===== src/sv/ddo_pkg.sv =====
// shared types, constants and tables for the differential drive odometry block
// no dependencies; used by controller, datapath, top level and checker
package ddo_pkg;

	localparam int CORDIC_STEPS_DEF = 24;
	localparam int CFG_IDX_W = 8;
	localparam int GAIN_W = 24;
	localparam int VEL_W = 16;
	localparam int POS_W = 32;

	// register indexes
	localparam logic [CFG_IDX_W-1:0] REG_WHEEL_GAIN = 8'd0;
	localparam logic [CFG_IDX_W-1:0] REG_TURN_GAIN = 8'd1;

	// angle constants, Q3.28 radians
	localparam logic signed [32:0] PI_Q28 = 33'sd843314857;
	localparam logic signed [32:0] TWO_PI_Q28 = 33'sd1686629713;
	localparam logic signed [32:0] HALF_PI_Q28 = 33'sd421657428;
	localparam logic signed [31:0] TWO_PI_H = 32'sd1686629713;
	localparam logic signed [47:0] TWO_PI_W = 48'sd1686629713;
	// 1/K of the cordic gain, Q2.30
	localparam logic signed [31:0] CORDIC_INV_K = 32'sd652032874;

	localparam logic signed [33:0] SAT_MAX = 34'sd2147483647;
	localparam logic signed [33:0] SAT_MIN = -34'sd2147483648;

	// datapath micro-operations
	typedef logic [3:0] op_t;
	localparam op_t OP_NONE  = 4'd0;
	localparam op_t OP_LOAD  = 4'd1;
	localparam op_t OP_MUL_L = 4'd2;
	localparam op_t OP_MUL_R = 4'd3;
	localparam op_t OP_TRAV  = 4'd4;
	localparam op_t OP_MUL_T = 4'd5;
	localparam op_t OP_DTH   = 4'd6;
	localparam op_t OP_MID   = 4'd7;
	localparam op_t OP_RED   = 4'd8;
	localparam op_t OP_FOLD  = 4'd9;
	localparam op_t OP_ROT   = 4'd10;
	localparam op_t OP_FLIP  = 4'd11;
	localparam op_t OP_MUL_C = 4'd12;
	localparam op_t OP_MUL_S = 4'd13;
	localparam op_t OP_UPD   = 4'd14;
	localparam op_t OP_OUT   = 4'd15;

	typedef logic [4:0] iter_t;

	typedef struct packed {
		op_t   op;
		iter_t iter;
	} cmd_t;

	typedef struct packed {
		logic out_free;
	} sts_t;

	// arctangent of 2^-i, Q2.30
	function automatic logic signed [31:0] atan_q30(input iter_t i);
		logic signed [31:0] r;
		unique case (i)
			5'd0:  r = 32'sd843314856;
			5'd1:  r = 32'sd497837829;
			5'd2:  r = 32'sd263043836;
			5'd3:  r = 32'sd133525158;
			5'd4:  r = 32'sd67021686;
			5'd5:  r = 32'sd33543515;
			5'd6:  r = 32'sd16775850;
			5'd7:  r = 32'sd8388437;
			5'd8:  r = 32'sd4194282;
			5'd9:  r = 32'sd2097149;
			5'd10: r = 32'sd1048575;
			5'd11: r = 32'sd524287;
			5'd12: r = 32'sd262143;
			5'd13: r = 32'sd131071;
			5'd14: r = 32'sd65535;
			5'd15: r = 32'sd32767;
			5'd16: r = 32'sd16383;
			5'd17: r = 32'sd8191;
			5'd18: r = 32'sd4095;
			5'd19: r = 32'sd2047;
			5'd20: r = 32'sd1023;
			5'd21: r = 32'sd511;
			5'd22: r = 32'sd255;
			5'd23: r = 32'sd127;
			5'd24: r = 32'sd63;
			5'd25: r = 32'sd31;
			5'd26: r = 32'sd15;
			5'd27: r = 32'sd8;
			5'd28: r = 32'sd4;
			5'd29: r = 32'sd2;
			5'd30: r = 32'sd1;
			default: r = 32'sd0;
		endcase
		return r;
	endfunction

	// clamp to the signed 32-bit range
	function automatic logic signed [31:0] sat32(input logic signed [33:0] v);
		logic signed [31:0] r;
		if (v > SAT_MAX) begin
			r = 32'sh7FFFFFFF;
		end else if (v < SAT_MIN) begin
			r = 32'sh80000000;
		end else begin
			r = $signed(v[31:0]);
		end
		return r;
	endfunction

endpackage


===== src/sv/differential_drive_odometry.sv =====
// differential drive odometry: each input runs through the multiply, angle, cordic and update
// phases before m_tvalid rises; a new item is taken only when idle, once the last result is registered
// the item rate is set by the cordic loop (one rotation per cycle) and one shared 31x32 multiplier
// a finished result waits in the output register while the next item is already taken
// arst_n clears position, heading, both gains and the output valid; no clearing pass
// depends on ddo_pkg, ddo_ctrl and ddo_datapath
module differential_drive_odometry #(
	parameter int CORDIC_STEPS = ddo_pkg::CORDIC_STEPS_DEF
) (
	input  logic        clk,
	input  logic        arst_n,
	// input stream, one transfer per control tick
	input  logic        s_tvalid,
	output logic        s_tready,
	input  logic [31:0] s_tdata,   // left_velocity [15:0], right_velocity [31:16]
	// result stream, one transfer per tick
	output logic        m_tvalid,
	input  logic        m_tready,
	output logic [95:0] m_tdata,   // pos_x [31:0], pos_y [63:32], heading [95:64]
	// configuration write channel
	input  logic        cfg_valid,
	output logic        cfg_ready,
	input  logic [ddo_pkg::CFG_IDX_W-1:0] cfg_index,
	input  logic [ddo_pkg::GAIN_W-1:0]    cfg_data
);

	ddo_pkg::cmd_t cmd;
	ddo_pkg::sts_t sts;

	// gains are to be only written between ticks; the block does not enforce it, so writes are always taken
	assign cfg_ready = 1'b1;

	// sequencer: steps one tick through multiply, angle, cordic and update phases
	ddo_ctrl #(
		.CORDIC_STEPS(CORDIC_STEPS)
	) u_ctrl (
		.clk      (clk),
		.arst_n   (arst_n),
		.in_valid (s_tvalid),
		.in_ready (s_tready),
		.sts      (sts),
		.cmd      (cmd)
	);

	// datapath: holds the pose, the gains and the output register
	ddo_datapath u_dp (
		.clk       (clk),
		.arst_n    (arst_n),
		.cmd       (cmd),
		.sts       (sts),
		.cfg_we    (cfg_valid && cfg_ready),
		.cfg_index (cfg_index),
		.cfg_data  (cfg_data),
		.in_data   (s_tdata),
		.out_valid (m_tvalid),
		.out_ready (m_tready),
		.out_data  (m_tdata)
	);

endmodule


===== src/sv/ddo_ctrl.sv =====
// sequencer for one odometry tick: multiplies, angle reduction, cordic loop, update
// depends on ddo_pkg for command and status types
module ddo_ctrl #(
	parameter int CORDIC_STEPS = ddo_pkg::CORDIC_STEPS_DEF
) (
	input  logic          clk,
	input  logic          arst_n,
	input  logic          in_valid,
	output logic          in_ready,
	input  ddo_pkg::sts_t sts,
	output ddo_pkg::cmd_t cmd
);

	localparam int ITER_W = $clog2(CORDIC_STEPS);

	localparam logic [3:0] ST_IDLE  = 4'd0;
	localparam logic [3:0] ST_MUL_L = 4'd1;
	localparam logic [3:0] ST_MUL_R = 4'd2;
	localparam logic [3:0] ST_TRAV  = 4'd3;
	localparam logic [3:0] ST_MUL_T = 4'd4;
	localparam logic [3:0] ST_DTH   = 4'd5;
	localparam logic [3:0] ST_MID   = 4'd6;
	localparam logic [3:0] ST_RED   = 4'd7;
	localparam logic [3:0] ST_FOLD  = 4'd8;
	localparam logic [3:0] ST_ROT   = 4'd9;
	localparam logic [3:0] ST_FLIP  = 4'd10;
	localparam logic [3:0] ST_MUL_C = 4'd11;
	localparam logic [3:0] ST_MUL_S = 4'd12;
	localparam logic [3:0] ST_UPD   = 4'd13;
	localparam logic [3:0] ST_OUT   = 4'd14;

	logic [3:0]        state_q, state_d;
	logic [ITER_W-1:0] cnt_q, cnt_d;

	always_comb begin
		state_d  = state_q;
		cnt_d    = cnt_q;
		in_ready = 1'b0;
		cmd.op   = ddo_pkg::OP_NONE;
		cmd.iter = ddo_pkg::iter_t'(cnt_q);
		unique case (state_q)
			ST_IDLE: begin
				in_ready = 1'b1;
				if (in_valid) begin
					cmd.op  = ddo_pkg::OP_LOAD;
					state_d = ST_MUL_L;
				end
			end
			ST_MUL_L: begin
				cmd.op  = ddo_pkg::OP_MUL_L;
				state_d = ST_MUL_R;
			end
			ST_MUL_R: begin
				cmd.op  = ddo_pkg::OP_MUL_R;
				state_d = ST_TRAV;
			end
			ST_TRAV: begin
				cmd.op  = ddo_pkg::OP_TRAV;
				state_d = ST_MUL_T;
			end
			ST_MUL_T: begin
				cmd.op  = ddo_pkg::OP_MUL_T;
				state_d = ST_DTH;
			end
			ST_DTH: begin
				cmd.op  = ddo_pkg::OP_DTH;
				state_d = ST_MID;
			end
			ST_MID: begin
				cmd.op  = ddo_pkg::OP_MID;
				state_d = ST_RED;
			end
			ST_RED: begin
				cmd.op  = ddo_pkg::OP_RED;
				state_d = ST_FOLD;
			end
			ST_FOLD: begin
				cmd.op  = ddo_pkg::OP_FOLD;
				cnt_d   = '0;
				state_d = ST_ROT;
			end
			ST_ROT: begin
				cmd.op = ddo_pkg::OP_ROT;
				if (cnt_q == ITER_W'(CORDIC_STEPS - 1)) begin
					state_d = ST_FLIP;
				end else begin
					cnt_d = cnt_q + 1'b1;
				end
			end
			ST_FLIP: begin
				cmd.op  = ddo_pkg::OP_FLIP;
				state_d = ST_MUL_C;
			end
			ST_MUL_C: begin
				cmd.op  = ddo_pkg::OP_MUL_C;
				state_d = ST_MUL_S;
			end
			ST_MUL_S: begin
				cmd.op  = ddo_pkg::OP_MUL_S;
				state_d = ST_UPD;
			end
			ST_UPD: begin
				cmd.op  = ddo_pkg::OP_UPD;
				state_d = ST_OUT;
			end
			ST_OUT: begin
				if (sts.out_free) begin
					cmd.op  = ddo_pkg::OP_OUT;
					state_d = ST_IDLE;
				end
			end
			default: begin
				state_d = ST_IDLE;
			end
		endcase
	end

	always_ff @(posedge clk or negedge arst_n) begin
		if (!arst_n) begin
			state_q <= ST_IDLE;
			cnt_q   <= '0;
		end else begin
			state_q <= state_d;
			cnt_q   <= cnt_d;
		end
	end

endmodule


===== src/sv/ddo_datapath.sv =====
// odometry datapath: gain registers, shared multiplier, cordic rotator, accumulators
// depends on ddo_pkg for constants, tables and command types
module ddo_datapath (
	input  logic          clk,
	input  logic          arst_n,
	input  ddo_pkg::cmd_t cmd,
	output ddo_pkg::sts_t sts,
	input  logic          cfg_we,
	input  logic [ddo_pkg::CFG_IDX_W-1:0] cfg_index,
	input  logic [ddo_pkg::GAIN_W-1:0]    cfg_data,
	input  logic [31:0]   in_data,
	output logic          out_valid,
	input  logic          out_ready,
	output logic [95:0]   out_data
);

	logic [ddo_pkg::GAIN_W-1:0] wg_q, tg_q;
	logic signed [31:0] x_q, y_q, heading_q;
	logic               out_valid_q;

	logic signed [15:0] vl_q, vr_q;
	logic signed [62:0] prod_q;
	logic signed [29:0] tl_q, tr_q, step_q;
	logic signed [31:0] dth_q;
	logic signed [32:0] mid_q, h_q;
	logic signed [33:0] z_q;
	logic signed [31:0] cx_q, cy_q;
	logic               flip_q;
	logic [95:0]        out_q;

	logic signed [30:0] mul_a;
	logic signed [31:0] mul_b;
	logic signed [62:0] mul_p;
	logic signed [30:0] tsum, tdiff;
	logic signed [47:0] dth_full;
	logic signed [32:0] mid_red, h_wrap, phi;
	logic               phi_flip;
	logic signed [31:0] xs, ys, atan_v;
	logic signed [33:0] acc_sum;

	// shared multiplier operand select
	always_comb begin
		tdiff = 31'(tr_q) - 31'(tl_q);
		tsum  = 31'(tl_q) + 31'(tr_q);
		mul_a = 31'(vl_q);
		mul_b = $signed({8'd0, wg_q});
		unique case (cmd.op)
			ddo_pkg::OP_MUL_R: begin
				mul_a = 31'(vr_q);
			end
			ddo_pkg::OP_MUL_T: begin
				mul_a = tdiff;
				mul_b = $signed({8'd0, tg_q});
			end
			ddo_pkg::OP_MUL_C: begin
				mul_a = 31'(step_q);
				mul_b = cx_q;
			end
			ddo_pkg::OP_MUL_S: begin
				mul_a = 31'(step_q);
				mul_b = cy_q;
			end
			default: begin
			end
		endcase
	end

	assign mul_p = mul_a * mul_b;

	always_comb begin
		dth_full = $signed(prod_q[55:8]);

		// reduce the mid angle into about (-pi, pi]
		mid_red = mid_q;
		if (mid_q > ddo_pkg::PI_Q28) begin
			mid_red = mid_q - ddo_pkg::TWO_PI_Q28;
		end else if (mid_q <= -ddo_pkg::PI_Q28) begin
			mid_red = mid_q + ddo_pkg::TWO_PI_Q28;
		end

		h_wrap = h_q;
		if (h_q >= ddo_pkg::TWO_PI_Q28) begin
			h_wrap = h_q - ddo_pkg::TWO_PI_Q28;
		end else if (h_q <= -ddo_pkg::TWO_PI_Q28) begin
			h_wrap = h_q + ddo_pkg::TWO_PI_Q28;
		end

		// fold into [-pi/2, pi/2], flipping both outputs
		phi      = mid_q;
		phi_flip = 1'b0;
		if (mid_q > ddo_pkg::HALF_PI_Q28) begin
			phi      = mid_q - ddo_pkg::PI_Q28;
			phi_flip = 1'b1;
		end else if (mid_q < -ddo_pkg::HALF_PI_Q28) begin
			phi      = mid_q + ddo_pkg::PI_Q28;
			phi_flip = 1'b1;
		end

		xs     = cx_q >>> cmd.iter;
		ys     = cy_q >>> cmd.iter;
		atan_v = ddo_pkg::atan_q30(cmd.iter);

		// accumulator add for x (from step*cos) or y (from step*sin)
		if (cmd.op == ddo_pkg::OP_MUL_S) begin
			acc_sum = 34'(x_q) + 34'($signed(prod_q[62:30]));
		end else begin
			acc_sum = 34'(y_q) + 34'($signed(prod_q[62:30]));
		end
	end

	// working registers, no reset
	always_ff @(posedge clk) begin
		unique case (cmd.op)
			ddo_pkg::OP_LOAD: begin
				vl_q <= $signed(in_data[15:0]);
				vr_q <= $signed(in_data[31:16]);
			end
			ddo_pkg::OP_MUL_L: begin
				prod_q <= mul_p;
			end
			ddo_pkg::OP_MUL_R: begin
				tl_q   <= $signed(prod_q[39:10]);
				prod_q <= mul_p;
			end
			ddo_pkg::OP_TRAV: begin
				tr_q <= $signed(prod_q[39:10]);
			end
			ddo_pkg::OP_MUL_T: begin
				prod_q <= mul_p;
				step_q <= $signed(tsum[30:1]);
			end
			ddo_pkg::OP_DTH: begin
				if (dth_full > ddo_pkg::TWO_PI_W) begin
					dth_q <= ddo_pkg::TWO_PI_H;
				end else if (dth_full < -ddo_pkg::TWO_PI_W) begin
					dth_q <= -ddo_pkg::TWO_PI_H;
				end else begin
					dth_q <= $signed(dth_full[31:0]);
				end
			end
			ddo_pkg::OP_MID: begin
				mid_q <= 33'(heading_q) + 33'(dth_q >>> 1);
				h_q   <= 33'(heading_q) + 33'(dth_q);
			end
			ddo_pkg::OP_RED: begin
				mid_q <= mid_red;
				h_q   <= h_wrap;
			end
			ddo_pkg::OP_FOLD: begin
				z_q    <= $signed({phi[31:0], 2'b00});
				flip_q <= phi_flip;
				cx_q   <= ddo_pkg::CORDIC_INV_K;
				cy_q   <= '0;
			end
			ddo_pkg::OP_ROT: begin
				if (z_q >= 0) begin
					cx_q <= cx_q - ys;
					cy_q <= cy_q + xs;
					z_q  <= z_q - 34'(atan_v);
				end else begin
					cx_q <= cx_q + ys;
					cy_q <= cy_q - xs;
					z_q  <= z_q + 34'(atan_v);
				end
			end
			ddo_pkg::OP_FLIP: begin
				if (flip_q) begin
					cx_q <= -cx_q;
					cy_q <= -cy_q;
				end
			end
			ddo_pkg::OP_MUL_C: begin
				prod_q <= mul_p;
			end
			ddo_pkg::OP_MUL_S: begin
				prod_q <= mul_p;
			end
			ddo_pkg::OP_OUT: begin
				out_q <= {heading_q, y_q, x_q};
			end
			default: begin
			end
		endcase
	end

	// architectural state and handshake
	always_ff @(posedge clk or negedge arst_n) begin
		if (!arst_n) begin
			wg_q        <= '0;
			tg_q        <= '0;
			x_q         <= '0;
			y_q         <= '0;
			heading_q   <= '0;
			out_valid_q <= 1'b0;
		end else begin
			if (cfg_we) begin
				unique case (cfg_index)
					ddo_pkg::REG_WHEEL_GAIN: wg_q <= cfg_data;
					ddo_pkg::REG_TURN_GAIN:  tg_q <= cfg_data;
					default: begin
					end
				endcase
			end
			if (cmd.op == ddo_pkg::OP_MUL_S) begin
				x_q <= ddo_pkg::sat32(acc_sum);
			end
			if (cmd.op == ddo_pkg::OP_UPD) begin
				y_q       <= ddo_pkg::sat32(acc_sum);
				heading_q <= ddo_pkg::sat32(34'(h_q));
			end
			if (cmd.op == ddo_pkg::OP_OUT) begin
				out_valid_q <= 1'b1;
			end else if (out_ready) begin
				out_valid_q <= 1'b0;
			end
		end
	end

	assign sts.out_free = !out_valid_q || out_ready;
	assign out_valid    = out_valid_q;
	assign out_data     = out_q;

endmodule


===== config.mk =====
export PLATFORM = sky130hd
export DESIGN_NAME = differential_drive_odometry
export DESIGN_NICKNAME = d
export VERILOG_FILES = /design/src/sv/ddo_pkg.sv /design/src/sv/differential_drive_odometry.sv /design/src/sv/ddo_ctrl.sv /design/src/sv/ddo_datapath.sv
export SDC_FILE = /design/constraint.sdc
export NUM_CORES = 2
export LEC_CHECK = 0
export ABC_AREA = 1
export BUFFER_PORTS_ARGS = -buffer_cell sky130_fd_sc_hd__buf_2
export CAP_MARGIN = 10
export CORE_MARGIN = 2
export CORE_UTILIZATION = 30
export CTS_CLUSTER_DIAMETER = 150
export DETAILED_ROUTE_END_ITERATION = 8
export SETUP_SLACK_MARGIN = 0.15
export SLEW_MARGIN = 5
export SYNTH_ARGS = -nofsm -noshare
export SYNTH_HDL_FRONTEND = slang
export SYNTH_HIERARCHICAL = 1
export SYNTH_SLANG_ARGS = --single-unit
export TNS_END_PERCENT = 50

===== constraint.sdc =====
create_clock -name clk -period 9.35 [get_ports clk]
set_clock_uncertainty 0.05 [all_clocks]
set_input_delay 0.4675 -clock clk [delete_from_list [all_inputs] [get_ports clk]]
set_output_delay 0.4675 -clock clk [all_outputs]
set_load 0.005 [all_outputs]

==> impl_metrics.csv <==
group,metric,value,unit
synth,synth_seq_area_share,20.72,%
floorplanning,chipHeight,541.6,µm
timing,rsz0062_at_grt,"yes",
synth,async_flop_share,24.68,%
grt,grt_pass1_wl,487.0,mm
layout,fin_nets,13850,
grt,grt_max_degree,115,
timing,drv_slew,0,
layout,area_growth_syn_to_layout,20.91,%
clock_tree,cts-root-buf,"clkbuf_16",
synth,yosysUniqueCellTypes,70,
timing,period_needed,9.085,ns
worst_setup_path,reg2reg_depth,42,
worst_setup_path,r2r_slack,0.26,ns
layout,drive_above_1_share,15.42,%
synth,synth_seq_cells,624,
timing,fin_crit_sh,97.17,%
worst_setup_path,cp_top_family,"adder cells",
status,status,"finished, violations left",
synth,yosysWarnings,6,
routing,drc,1,
worst_setup_path,critPathMaxStageDelay,0.57,ns
routing,antenna_left,0,
worst_setup_path,r2r_start,"u_ctrl/state_q[1]$_DFFE_PN0P_",
floorplanning,initial_utilization,30.12,%
run,timing.max_cap.violations,0,
synth,avgSynthCellArea,7.570,µm²
worst_setup_path,worst-path-stages,42,
worst_setup_path,critPathLaunchType,"flip-flop",
routing,drtPass1Iterations,8,
worst_setup_path,crit_buf_inv,15,
synth,synthFlopType,"edfxtp_1",
timing,slew_headroom,23.32,%
timing,holdWs,0.04078,ns
floorplanning,core_region_area,287900,µm²
placed_design,gp_congestion,1.005,
status,violations,"DRC",
layout,regArea,17970,µm²
grt,grt-ovfl-total,0,
worst_setup_path,crit_top_cell,"fa_1",
worst_setup_path,crit_slowest_cell,"fa_1",
timing,hold_violations,0,
worst_setup_path,endpoint_kind,"flip-flop",
layout,layout_commonest_cell,"nand2_1",
worst_hold_path,worstHoldStart,"cfg_data[19]",
timing,tightest_slew,1.147,ns
timing,setup_viol,0,
synth,syn_nets,13060,
worst_setup_path,path_class,"flip-flop to flip-flop",
placed_design,portBuffers,166,
grt,grt_pass1_vias,79730,
routing,vias_per_cell,5.050,
clock_tree,cts_buffer_depth,3,
layout,n_fill_cell,30120,
worst_setup_path,crit_path_start,"u_ctrl/state_q[1]$_DFFE_PN0P_",
synth,netlist_area,86700,µm²
clock_tree,htreeDepth,3,
synth,synth_edf_count,470,
layout,most-common-layout-cells,"nand2_1, inv_1, fa_1, nand3_1, nor2_1",
routing,dr.first_iter.drc_count,7720,
routing,post_drt_wl_per_cell,20.30,µm
floorplanning,rows,197,
grt,antenna_found_initial,9,
routing,via_count,81250,
grt,track_usage,21.52,%
worst_setup_path,cp.arrival,9.47,ns
floorplanning,io-pin-count,168,
clock_tree,cts.sinks,624,
worst_hold_path,min_path_cells,3,
clock_tree,clk_latency,0.70,ns
layout,multi_input_area,61890,µm²
clock_tree,cts.reportedPaths.clkPinSlew,0.07,ns
placed_design,dpl.hpwl,265.2,mm
routing,drt_wl_total,326.6,mm
clock_tree,cts_tree,"done",
synth,syn_inst,11450,
clock_tree,numCtsBuffers,71,
worst_hold_path,worstHoldPathType,"input pin to flip-flop",
worst_setup_path,cp.required,9.74,ns
worst_setup_path,cp_max_fo,8,
timing,clock.fmax,0.1101,GHz
floorplanning,die-area,293300,µm²
floorplanning,die_w,541.6,µm
[synth_stat cells (49+ instances only)]
cell,count,area share [%]
a21oi_1,703,4.1
nor2_1,927,4.0
xor2_1,231,2.3
inv_1,1966,8.5
buf_2,108,0.62
nand4_1,103,0.74
inv_2,50,0.22
nor4_1,49,0.35
fa_1,1055,24
xnor2_1,72,0.73
nor3_1,103,0.59
nand2_1,2693,12
nand3_1,913,5.3
clkbuf_1,272,1.2
ha_1,479,6.9
edfxtp_1,470,16
dfrtp_1,154,4.4
o21ai_0,520,3.0
[repair_timing]
action / in CTS / in global routing
setup buffers: 9 / 101
hold endpoints to repair: 72 / 0
gates cloned: 2 / 14
gates resized for setup: 116 / 542
pin swaps: 18 / 215
hold buffers: 33 / 0
endpoints found under the setup margin: 41 / 49
[cell families after synthesis]
| family | count (synthesis) | share of synthesized area (%) |
|---|---|---|
| adder cells (fa/ha/maj) | 1534 | 31.27 |
| AND/OR/NAND/NOR | 4915 | 23.65 |
| flip-flops | 624 | 20.72 |
| buffers and inverters | 2463 | 10.90 |
| other | 1 | 0.004325 |
| XOR/XNOR | 303 | 3.061 |
| AO/OA/AOI/OAI | 1612 | 10.38 |
| multiplexers | 1 | 0.01154 |
[flip-flops by register name (all words and copies together), names as in the netlist, 4 cells and up]
register        flops
u_dp/tr_q          30
u_dp/prod_q        55
u_dp/x_q           32
u_ctrl/state_q      4
u_dp/vl_q          16
u_ctrl/cnt_q        5
u_dp/tl_q          30
u_dp/mid_q         33
u_dp/wg_q          24
u_dp/y_q           32
u_dp/heading_q     32
u_dp/dth_q         32
u_dp/step_q        30
u_dp/h_q           33
u_dp/cy_q          32
u_dp/cx_q          32
u_dp/tg_q          24
u_dp/out_data      96
u_dp/z_q           34
u_dp/vr_q          16
[cell type report]
cell class	instances	share of cell area [%]
Clock inverter	39	0.4058
Inverter	2031	7.326
Tap cell	3781	4.513
Multi-Input combinational cell	8367	59.04
Antenna cell	2	0.004774
Sequential cell	624	17.14
Clock buffer	93	1.893
Timing Repair Buffer	1151	9.678
[path summary, 6_finish.rpt]
check | endpoint
setup / recovery | u_dp/prod_q[48]$_DFFE_PP_
hold reg to reg | u_dp/out_data[1]$_DFFE_PP_
max in group asynchronous | u_dp/x_q[17]$_DFFE_PN0P_
setup reg to reg | u_dp/prod_q[48]$_DFFE_PP_
min in group asynchronous | u_dp/heading_q[31]$_DFFE_PN0N_
hold / removal | u_dp/tg_q[19]$_DFFE_PN0P_
[per-stage QoR]
| step | setup WS [ns] | cells | area (µm²) | util, % | TNS, ns |
|---|---|---|---|---|---|
| after CTS | 0.1020 | 15970 | 101600 | 35.27 | 0 |
| after global routing | -0.03061 | 16090 | 104800 | 36.41 | -0.1161 |
| after global placement | -0.3506 | 15800 | 98240 | 34.12 | -6.007 |
| after detailed placement | -0.3713 | 15800 | 98240 | 34.12 | -7.355 |
| after floorplan | 0.1751 | 11450 | 86740 | - | 0 |
| final | 0.2648 | 16090 | 104800 | 36.41 | 0 |
[layer usage]
metal | vias up | part of all wire [%] | track usage, % | wire, µm
li1 | 38030 | - | - | -
met1 | 39510 | 42 | 28.45 | 135800
met2 | 3151 | 46 | 35.55 | 151100
met3 | 549 | 7.5 | 2.835 | 24390
met4 | 2 | 4.7 | 8.436 | 15270
met5 | - | 0.0043 | 0 | 14
[worst reg2reg max path: cells and delay by family, from the launching register on]
family | cells | cell delay, ns
AO/OA/AOI/OAI | 3 | 0.45
adder cells (fa/ha/maj) | 9 | 4.30
XOR/XNOR | 1 | 0.09
buffers and inverters | 15 | 1.76
AND/OR/NAND/NOR | 14 | 1.77
flip-flops | 1 | 0.43
Power is left out: the tool's default activity adds up to more than one toggle a clock period on the data nets, which glitch-free logic cannot reach.
